==> config.mk <==
export PLATFORM = sky130hd
export DESIGN_NAME = dna_two_bit_packer_flat
export DESIGN_NICKNAME = d
export VERILOG_FILES = /design/src/rtl/dtbp_pkg.sv /design/src/rtl/dtbp_ifs.sv /design/src/rtl/dtbp_pack.sv /design/src/rtl/dtbp_result_fifo.sv /design/src/rtl/dna_two_bit_packer.sv /design/src/flat_wrapper.sv
export SDC_FILE = /design/constraint.sdc
export NUM_CORES = 1
export LEC_CHECK = 0
export ABC_AREA = 0
export BUFFER_PORTS_ARGS = -buffer_cell sky130_fd_sc_hd__buf_2
export CAP_MARGIN = 20
export CORE_MARGIN = 2
export CORE_UTILIZATION = 67
export DETAILED_ROUTE_END_ITERATION = 8
export PLACE_DENSITY = 0.86
export SYNTH_ARGS = -nofsm -noshare
export SYNTH_HDL_FRONTEND = slang
export SYNTH_SLANG_ARGS = --single-unit
==> constraint.sdc <==
create_clock -name clk -period 16.3 [get_ports clk]
set_input_delay 3.26 -clock clk [delete_from_list [all_inputs] [get_ports clk]]
set_output_delay 3.26 -clock clk [all_outputs]
set_load 0.02 [all_outputs]
==> src/rtl/dtbp_pkg.sv <==
// ----------------------------------------------------------------------------
// dtbp_pkg
// Shared types and constants for the DNA two-bit packer.
// ----------------------------------------------------------------------------
`default_nettype none

package dtbp_pkg;

  // Fixed field widths
  localparam int CHAR_W   = 8;
  localparam int WORD_W   = 64;
  localparam int COUNT_W  = 6;
  localparam int LENGTH_W = 16;

  // Character codes
  localparam logic [CHAR_W-1:0] CHAR_UC_C = 8'h43;
  localparam logic [CHAR_W-1:0] CHAR_UC_G = 8'h47;
  localparam logic [CHAR_W-1:0] CHAR_UC_T = 8'h54;
  localparam logic [CHAR_W-1:0] CHAR_LC_C = 8'h63;
  localparam logic [CHAR_W-1:0] CHAR_LC_G = 8'h67;
  localparam logic [CHAR_W-1:0] CHAR_LC_T = 8'h74;
  localparam logic [CHAR_W-1:0] CHAR_LF   = 8'h0A;
  localparam logic [CHAR_W-1:0] CHAR_CR   = 8'h0D;

  // Two-bit base codes (A and anything unknown map to CODE_A)
  localparam logic [1:0] CODE_A = 2'd0;
  localparam logic [1:0] CODE_C = 2'd1;
  localparam logic [1:0] CODE_G = 2'd2;
  localparam logic [1:0] CODE_T = 2'd3;

  // Reset value of the trim register
  localparam logic [LENGTH_W-1:0] TRIM_RESET = 16'hFFFF;

  // One result word
  typedef struct packed {
    logic [WORD_W-1:0]   packed_word;
    logic [COUNT_W-1:0]  bases_in_word;
    logic                last_word;
    logic [LENGTH_W-1:0] read_length;
  } result_t;

  // Results produced by one item (second only valid with first)
  typedef struct packed {
    logic    v0;
    logic    v1;
    result_t r0;
    result_t r1;
  } push_t;

  // ASCII to base code
  function automatic logic [1:0] base_code(input logic [CHAR_W-1:0] c);
    logic [1:0] code;
    unique case (c)
      CHAR_UC_C, CHAR_LC_C: code = CODE_C;
      CHAR_UC_G, CHAR_LC_G: code = CODE_G;
      CHAR_UC_T, CHAR_LC_T: code = CODE_T;
      default:              code = CODE_A;
    endcase
    return code;
  endfunction

endpackage

`default_nettype wire

==> src/rtl/dtbp_ifs.sv <==
// ----------------------------------------------------------------------------
// dtbp channel interfaces
// Valid/ready channels for characters, result words and configuration.
// ----------------------------------------------------------------------------
`default_nettype none

// Character channel
interface dtbp_char_if;
  logic       valid;
  logic       ready;
  logic [7:0] base_char;
  logic       end_of_read;

  modport source(output valid, base_char, end_of_read, input ready);
  modport sink(input valid, base_char, end_of_read, output ready);
endinterface

// Packed word channel
interface dtbp_word_if;
  logic        valid;
  logic        ready;
  logic [63:0] packed_word;
  logic [5:0]  bases_in_word;
  logic        last_word;
  logic [15:0] read_length;

  modport source(output valid, packed_word, bases_in_word, last_word, read_length,
                 input ready);
  modport sink(input valid, packed_word, bases_in_word, last_word, read_length,
               output ready);
endinterface

// Configuration write channel (trim length)
interface dtbp_cfg_if;
  logic        valid;
  logic        ready;
  logic [15:0] trim_length;

  modport source(output valid, trim_length, input ready);
  modport sink(input valid, trim_length, output ready);
endinterface

`default_nettype wire

==> src/rtl/dtbp_pack.sv <==
// ----------------------------------------------------------------------------
// dtbp_pack
// Input register plus packing state: maps characters to codes, fills the
// word accumulator and produces up to two result words per item.
// ----------------------------------------------------------------------------
`default_nettype none

module dtbp_pack
  import dtbp_pkg::*;
#(
  parameter int BASES_PER_WORD  = 32,
  parameter int MAX_READ_LENGTH = 65535
) (
  input  wire logic                clk,
  input  wire logic                rst,
  dtbp_char_if.sink                chars,
  input  wire logic [LENGTH_W-1:0] trim_length,
  input  wire logic                room,
  output push_t                    push
);

  localparam int ACC_W = 2 * BASES_PER_WORD;
  localparam int HW    = $clog2(BASES_PER_WORD + 1);
  localparam logic [HW-1:0]       BPW_C = HW'(BASES_PER_WORD);
  localparam logic [LENGTH_W-1:0] MAX_C = LENGTH_W'(MAX_READ_LENGTH);

  // Input register
  logic              in_valid;
  logic [CHAR_W-1:0] in_char;
  logic              in_end;
  logic              adv;

  // Packing state
  logic [ACC_W-1:0]    acc;
  logic [HW-1:0]       held;
  logic [LENGTH_W-1:0] kept;

  logic [LENGTH_W-1:0] limit;
  logic                keep;
  logic                emit_full;
  logic [ACC_W-1:0]    acc_a, acc_next;
  logic [HW-1:0]       held_a, held_next;
  logic [LENGTH_W-1:0] kept_next;
  logic [HW-1:0]       pad_bases;
  logic [HW:0]         shamt;
  logic [ACC_W-1:0]    final_word;
  result_t             full_res, final_res;

  assign adv         = in_valid && room;
  assign chars.ready = !in_valid || room;

  // Input register load
  always_ff @(posedge clk) begin
    if (rst) begin
      in_valid <= 1'b0;
    end else if (chars.valid && chars.ready) begin
      in_valid <= 1'b1;
    end else if (adv) begin
      in_valid <= 1'b0;
    end
    if (chars.valid && chars.ready) begin
      in_char <= chars.base_char;
      in_end  <= chars.end_of_read;
    end
  end

  // Keep decision
  assign limit     = (trim_length < MAX_C) ? trim_length : MAX_C;
  assign keep      = (in_char != CHAR_LF) && (in_char != CHAR_CR) && (kept < limit);
  assign emit_full = keep && (held == BPW_C);

  // Accumulate the kept base
  always_comb begin
    acc_a     = emit_full ? '0 : acc;
    held_a    = emit_full ? '0 : held;
    acc_next  = acc_a;
    held_next = held_a;
    kept_next = kept;
    if (keep) begin
      acc_next  = {acc_a[ACC_W-3:0], base_code(in_char)};
      held_next = held_a + HW'(1);
      kept_next = kept + LENGTH_W'(1);
    end
  end

  // Left-justify the last word
  assign pad_bases  = BPW_C - held_next;
  assign shamt      = {pad_bases, 1'b0};
  assign final_word = acc_next << shamt;

  always_comb begin
    full_res.packed_word   = WORD_W'(acc);
    full_res.bases_in_word = COUNT_W'(BPW_C);
    full_res.last_word     = 1'b0;
    full_res.read_length   = '0;
    final_res.packed_word   = WORD_W'(final_word);
    final_res.bases_in_word = COUNT_W'(held_next);
    final_res.last_word     = 1'b1;
    final_res.read_length   = kept_next;
  end

  // Result hand-off to the output queue
  always_comb begin
    push.v0 = adv && (emit_full || in_end);
    push.v1 = adv && emit_full && in_end;
    push.r0 = emit_full ? full_res : final_res;
    push.r1 = final_res;
  end

  // State update
  always_ff @(posedge clk) begin
    if (rst) begin
      acc  <= '0;
      held <= '0;
      kept <= '0;
    end else if (adv) begin
      if (in_end) begin
        acc  <= '0;
        held <= '0;
        kept <= '0;
      end else begin
        acc  <= acc_next;
        held <= held_next;
        kept <= kept_next;
      end
    end
  end

  // Checks
  a_held_range: assert property (@(posedge clk) disable iff (rst) held <= BPW_C)
    else $error("dtbp_pack: bases held beyond word size");
  a_second_needs_first: assert property (@(posedge clk) disable iff (rst)
    push.v1 |-> (push.v0 && !push.r0.last_word && push.r1.last_word))
    else $error("dtbp_pack: bad double result");
  a_end_clears: assert property (@(posedge clk) disable iff (rst)
    (adv && in_end) |=> (held == '0 && kept == '0))
    else $error("dtbp_pack: state not cleared after end of read");
  a_push_needs_room: assert property (@(posedge clk) disable iff (rst)
    push.v0 |-> room)
    else $error("dtbp_pack: push without room");

endmodule

`default_nettype wire

==> src/rtl/dtbp_result_fifo.sv <==
// ----------------------------------------------------------------------------
// dtbp_result_fifo
// Four-entry result queue; takes up to two results a cycle, sends one while words.ready is high.
// ----------------------------------------------------------------------------
`default_nettype none

module dtbp_result_fifo
  import dtbp_pkg::*;
(
  input  wire logic  clk,
  input  wire logic  rst,
  input  wire push_t push,
  output logic       room,
  dtbp_word_if.source words
);

  localparam int DEPTH = 4;
  localparam int PW    = $clog2(DEPTH);
  localparam int CW    = $clog2(DEPTH + 1);
  localparam logic [CW-1:0] ROOM_MAX = CW'(DEPTH - 2);

  result_t        mem [DEPTH];
  logic [PW-1:0]  wr_ptr, rd_ptr;
  logic [CW-1:0]  count;
  logic           pop;
  logic [CW-1:0]  push_n;
  result_t        head;

  assign pop    = words.valid && words.ready;
  assign push_n = CW'(push.v0) + CW'(push.v1);
  assign room   = count <= ROOM_MAX;

  // Queue storage
  always_ff @(posedge clk) begin
    if (push.v0) begin
      mem[wr_ptr] <= push.r0;
    end
    if (push.v1) begin
      mem[wr_ptr + PW'(1)] <= push.r1;
    end
  end

  // Pointers and fill count
  always_ff @(posedge clk) begin
    if (rst) begin
      wr_ptr <= '0;
      rd_ptr <= '0;
      count  <= '0;
    end else begin
      wr_ptr <= wr_ptr + PW'(push_n);
      if (pop) begin
        rd_ptr <= rd_ptr + PW'(1);
      end
      count <= count + push_n - CW'(pop);
    end
  end

  // Head of queue to the port
  assign head                = mem[rd_ptr];
  assign words.valid         = count != '0;
  assign words.packed_word   = head.packed_word;
  assign words.bases_in_word = head.bases_in_word;
  assign words.last_word     = head.last_word;
  assign words.read_length   = head.read_length;

  // Checks
  a_no_overflow: assert property (@(posedge clk) disable iff (rst)
    count <= CW'(DEPTH))
    else $error("dtbp_result_fifo: overflow");
  a_count_step: assert property (@(posedge clk) disable iff (rst)
    (push_n == '0 && !pop) |=> $stable(count))
    else $error("dtbp_result_fifo: count moved without transfer");
  a_push_fits: assert property (@(posedge clk) disable iff (rst)
    push.v0 |-> (count <= ROOM_MAX))
    else $error("dtbp_result_fifo: push into full queue");

endmodule

`default_nettype wire

==> src/rtl/dna_two_bit_packer.sv <==
// ----------------------------------------------------------------------------
// dna_two_bit_packer
// Packs a character stream of DNA reads into 2-bit codes, 32 bases per word.
//
//   channel  dir  payload
//   chars    in   base_char[7:0], end_of_read
//   words    out  packed_word[63:0], bases_in_word[5:0], last_word,
//                 read_length[15:0]
//   cfg      in   trim_length[15:0] (always ready)
//
// One character per cycle sustained while the result queue has room; each
// result passes through the input register, then the result queue.
// The rate is set by the four-entry result queue: chars.ready drops while a
// character waits in the input register and the queue holds more than two
// words, since one character can yield two words.
// Reset clears the packing state and queue and sets trim_length to 65535.
// Stalls on words never drop results; the queue drains in order.
// ----------------------------------------------------------------------------
`default_nettype none

module dna_two_bit_packer
  import dtbp_pkg::*;
#(
  parameter int BASES_PER_WORD  = 32,
  parameter int MAX_READ_LENGTH = 65535
) (
  input  wire logic   clk,
  input  wire logic   rst,
  dtbp_char_if.sink   chars,
  dtbp_word_if.source words,
  dtbp_cfg_if.sink    cfg
);

  logic [LENGTH_W-1:0] trim_length;
  logic                room;
  push_t               push;

  // Trim length register
  assign cfg.ready = 1'b1;

  always_ff @(posedge clk) begin
    if (rst) begin
      trim_length <= TRIM_RESET;
    end else if (cfg.valid && cfg.ready) begin
      trim_length <= cfg.trim_length;
    end
  end

  // Packing stage
  dtbp_pack #(
    .BASES_PER_WORD (BASES_PER_WORD),
    .MAX_READ_LENGTH(MAX_READ_LENGTH)
  ) u_pack (
    .clk        (clk),
    .rst        (rst),
    .chars      (chars),
    .trim_length(trim_length),
    .room       (room),
    .push       (push)
  );

  // Result queue
  dtbp_result_fifo u_fifo (
    .clk  (clk),
    .rst  (rst),
    .push (push),
    .room (room),
    .words(words)
  );

endmodule

`default_nettype wire

==> src/flat_wrapper.sv <==
// flat-port wrapper written by rule: the top's interface ports become plain ports
module dna_two_bit_packer_flat import dtbp_pkg::*;
#(
  parameter int BASES_PER_WORD  = 32,
  parameter int MAX_READ_LENGTH = 65535
)
  (clk, rst, chars_valid, chars_base_char, chars_end_of_read, chars_ready, words_valid, words_packed_word, words_bases_in_word, words_last_word, words_read_length, words_ready, cfg_valid, cfg_trim_length, cfg_ready);
  dtbp_char_if chars_i ();
  dtbp_word_if words_i ();
  dtbp_cfg_if cfg_i ();
  input  wire logic clk;
  input  wire logic rst;
  input wire logic [$bits(chars_i.valid)-1:0] chars_valid;
  input wire logic [$bits(chars_i.base_char)-1:0] chars_base_char;
  input wire logic [$bits(chars_i.end_of_read)-1:0] chars_end_of_read;
  output wire logic [$bits(chars_i.ready)-1:0] chars_ready;
  output wire logic [$bits(words_i.valid)-1:0] words_valid;
  output wire logic [$bits(words_i.packed_word)-1:0] words_packed_word;
  output wire logic [$bits(words_i.bases_in_word)-1:0] words_bases_in_word;
  output wire logic [$bits(words_i.last_word)-1:0] words_last_word;
  output wire logic [$bits(words_i.read_length)-1:0] words_read_length;
  input wire logic [$bits(words_i.ready)-1:0] words_ready;
  input wire logic [$bits(cfg_i.valid)-1:0] cfg_valid;
  input wire logic [$bits(cfg_i.trim_length)-1:0] cfg_trim_length;
  output wire logic [$bits(cfg_i.ready)-1:0] cfg_ready;
  assign chars_i.valid = chars_valid;
  assign chars_i.base_char = chars_base_char;
  assign chars_i.end_of_read = chars_end_of_read;
  assign chars_ready = chars_i.ready;
  assign words_valid = words_i.valid;
  assign words_packed_word = words_i.packed_word;
  assign words_bases_in_word = words_i.bases_in_word;
  assign words_last_word = words_i.last_word;
  assign words_read_length = words_i.read_length;
  assign words_i.ready = words_ready;
  assign cfg_i.valid = cfg_valid;
  assign cfg_i.trim_length = cfg_trim_length;
  assign cfg_ready = cfg_i.ready;
  dna_two_bit_packer #(.BASES_PER_WORD(BASES_PER_WORD), .MAX_READ_LENGTH(MAX_READ_LENGTH)) u_core (.clk(clk), .rst(rst), .chars(chars_i), .words(words_i), .cfg(cfg_i));
endmodule
==> flow_summary.ini <==
[clock_network]
clockBufferDepth = 3
cts_buffers = 46
clock-sinks = 469
cts_max_level = 2
cts_setup_buffers = 0
path_clk_slew_ns = 0.06
clk_latency_ns = 0.61
cts_tree = done
ctsHoldBuffers = 0
cts_root_buf = clkbuf_16
postCtsResizedCells = 0

[timing]
tns_ns = 0
period_needed_ns = 6.70
finClkSkew_ns = 0.0240
tightest_slew_ns = 1.09
rsz0062_at_grt = no
final-setup-viol-count = 0
whs_ns = 0.465
slew_headroom = 0.271
finalHoldViolCount = 0
clock.fmax_ghz = 0.149
post-route-period-util = 0.411
slew_viol_final = 0

[synth]
synth_seq_cells = 469
synth_area_per_cell_um2 = 11.0
yosysUniqueCellTypes = 104
yosys_warnings = 0
synth_area_leaders = edfxtp_1 42%, mux4_2 9.8%, dfxtp_1 9.3%
yosysTopAreaCellShare = 0.425
synth-edff-count = 353
ys_seq_area_frac = 0.518
netlist_area_um2 = 24900
synth.most_common_cell = nor2_1
synth_nets = 2319
netlist_instances = 2265
yosys.area.top_type = edfxtp_1
synth_commonest_cells = 495 x nor2_1, 353 x edfxtp_1, 149 x nand2_1, 132 x clkbuf_1, 116 x dfxtp_1
synthFlopType = edfxtp_1
synth-async-reset-ratio = 0

[floorplan]
dieWidth_um = 197
dieArea_um2 = 38800
ios = 120
start_util = 0.681
row_count = 70
core_area_um2 = 36600
dieHeight_um = 197

[placement]
placed_cell_area_um2 = 25600
hpwl_mm = 50.3
port_buffers = 118
dpl.cell_count = 2687
routabilityCongestion = 1.04

[detailed_routing]
vias_per_cell = 7.14
drtIter0Drc = 2974
wl_mm = 78.0
drc = 0
firstDrtPassIters = 6
wl_per_cell_um = 28.1
detail-route-antenna-nets = 0
routed-via-count = 19809

[setup_path]
r2r-start = u_core.u_pack.kept[10]
worstSetupEndpointType = flop
critPathArrivalTime_ns = 7.11
rrSetupSlack_ns = 9.60
crit_path_start = u_core.u_pack.kept[10]
r2r-end = u_core.u_fifo.mem[0][86]
endpoint = u_core.u_fifo.mem[0][86]
worst-path-max-fanout = 61
cp.required_ns = 16.72
critical_path_class = reg -> reg
cp-start-kind = flop
r2r_cells = 18

[layout]
nets = 2323
final_area_um2 = 27200
final_layout_size_suffix_gt1_frac = 0.183
instances_no_fill = 2776
synthToLayoutAreaGrowth_pct = 8.92

[global_route]
grt_pass1_vias = 18980
grt_pass1_wl_mm = 118
grt_usage = 0.408
overflow = 0
antenna_found_initial = 2
grt_max_degree = 82

[power]
power.leakage_nw = 8.79
ir_drop_uv = 130
power.density_nw_per_um2 = 120

[job]
max-cap-violations = 0

[hold_path]
hp-class = reg -> reg

[outcome]
status = complete, no violations
[layer usage]
layer | track usage | up-vias | wire [um]
met3 | 0.118 | 218 | 11100
met1 | 0.566 | 9590 | 28700
li1 | - | 8457 | -
met2 | 0.625 | 1544 | 35300
met5 | 0 | - | 0
met4 | 0.137 | 0 | 2950
[kinds of logic (layout without fill, tap and decap cells)]
family,Yosys count,in the layout,synth area share
compound gates,463,463,0.134
xor+xnor,32,32,0.0121
fa+ha+maj,24,24,0.0123
buf+inv,238,280,0.0410
flops,469,469,0.518
mux,197,197,0.135
other cells,1,2,0.000150
simple gates,841,841,0.147
[stage by stage]
stage | util | setup WS [ns] | power (W)
after global placement | 0.700 | 10.07 | 0.00216
after floorplan | - | 6.83 | 0.00194
after CTS | 0.741 | 9.55 | 0.00324
after detailed placement | 0.700 | 9.92 | 0.00217
final | 0.742 | 9.60 | 0.00325
after global routing | 0.742 | 9.26 | 0.00335
[cell type report]
class / count / area [um2]
inverter: 39 / 146
multi-input combinational: 1558 / 11100
tap: 468 / 586
antenna: 1 / 2.50
sequential: 469 / 12900
clock inverter: 27 / 265
clock buffer: 59 / 1260
timing repair buffer: 155 / 881
fill: 2305 / 9440
[sequential cells by signal, indices dropped and copies added (netlist names), named ones only]
signal / count
u_core.u_fifo.mem: 348
u_core.u_pack.acc: 64
u_core.trim_length: 16
u_core.u_pack.kept: 16
u_core.u_pack.in_char: 8
u_core.u_pack.held: 6
u_core.u_fifo.count: 3
u_core.u_fifo.rd_ptr: 2
u_core.u_fifo.wr_ptr: 2
u_core.u_pack.in_end: 1
u_core.u_pack.in_valid: 1
[worst max-delay path: stages (launching register included)]
cell and delay (ns):
dfxtp_1 0.44, ha_1 0.27, and2_0 0.19, a221o_1 0.36, a2111o_1 0.61, nor3_4 0.20, buf_4 0.35, mux2i_1 0.51
ha_2 0.26, buf_4 0.57, inv_1 0.16, buf_4 0.34, nor2_1 0.79, a22oi_1 0.26, nand2_1 0.13, a21oi_1 0.07
o32ai_1 0.62, inv_2 0.12, o22ai_1 0.18
[where the power goes]
group          switching [W]  internal, W  leakage [nW]
Clock               0.000467     0.000615         0.741
Sequential         0.0000221      0.00131          3.96
Combinational       0.000525     0.000312          4.09
Total                0.00101      0.00224          8.79
[placed cells by master, fill, tap and decap left out, types with 21 or more instances in the layout]
master | netlist | final
buf_2 | 28 | 118
dfxtp_1 | 116 | 113
a21oi_1 | 94 | 94
o211ai_1 | 24 | 24
nand3_1 | 22 | 21
ha_1 | 23 | 22
mux4_2 | 108 | 108
nor3_1 | 57 | 56
nand2_1 | 149 | 147
o21ai_0 | 72 | 69
edfxtp_1 | 353 | 353
mux2_2 | 21 | 21
mux2i_1 | 66 | 66
a22oi_1 | 82 | 82
inv_1 | 38 | 37
buf_4 | 9 | 35
nor2_1 | 495 | 494
clkbuf_16 | 0 | 47
[worst min-delay path by stage]
stage,start,end,slack (ns),cells past startpoint
final,u_core.u_fifo.mem[0][16],u_core.u_fifo.mem[0][16],0.47,2
after global routing,u_core.u_fifo.mem[0][16],u_core.u_fifo.mem[0][16],0.48,2
after CTS,u_core.u_fifo.mem[0][16],u_core.u_fifo.mem[0][16],0.46,2
after detailed placement,u_core.u_fifo.mem[2][16],u_core.u_fifo.mem[2][16],0.45,2
after global placement,u_core.u_fifo.mem[2][16],u_core.u_fifo.mem[2][16],0.43,2
after floorplan,u_core.u_fifo.mem[2][16],u_core.u_fifo.mem[2][16],0.42,2
Power figures use the tool's default switching activity.
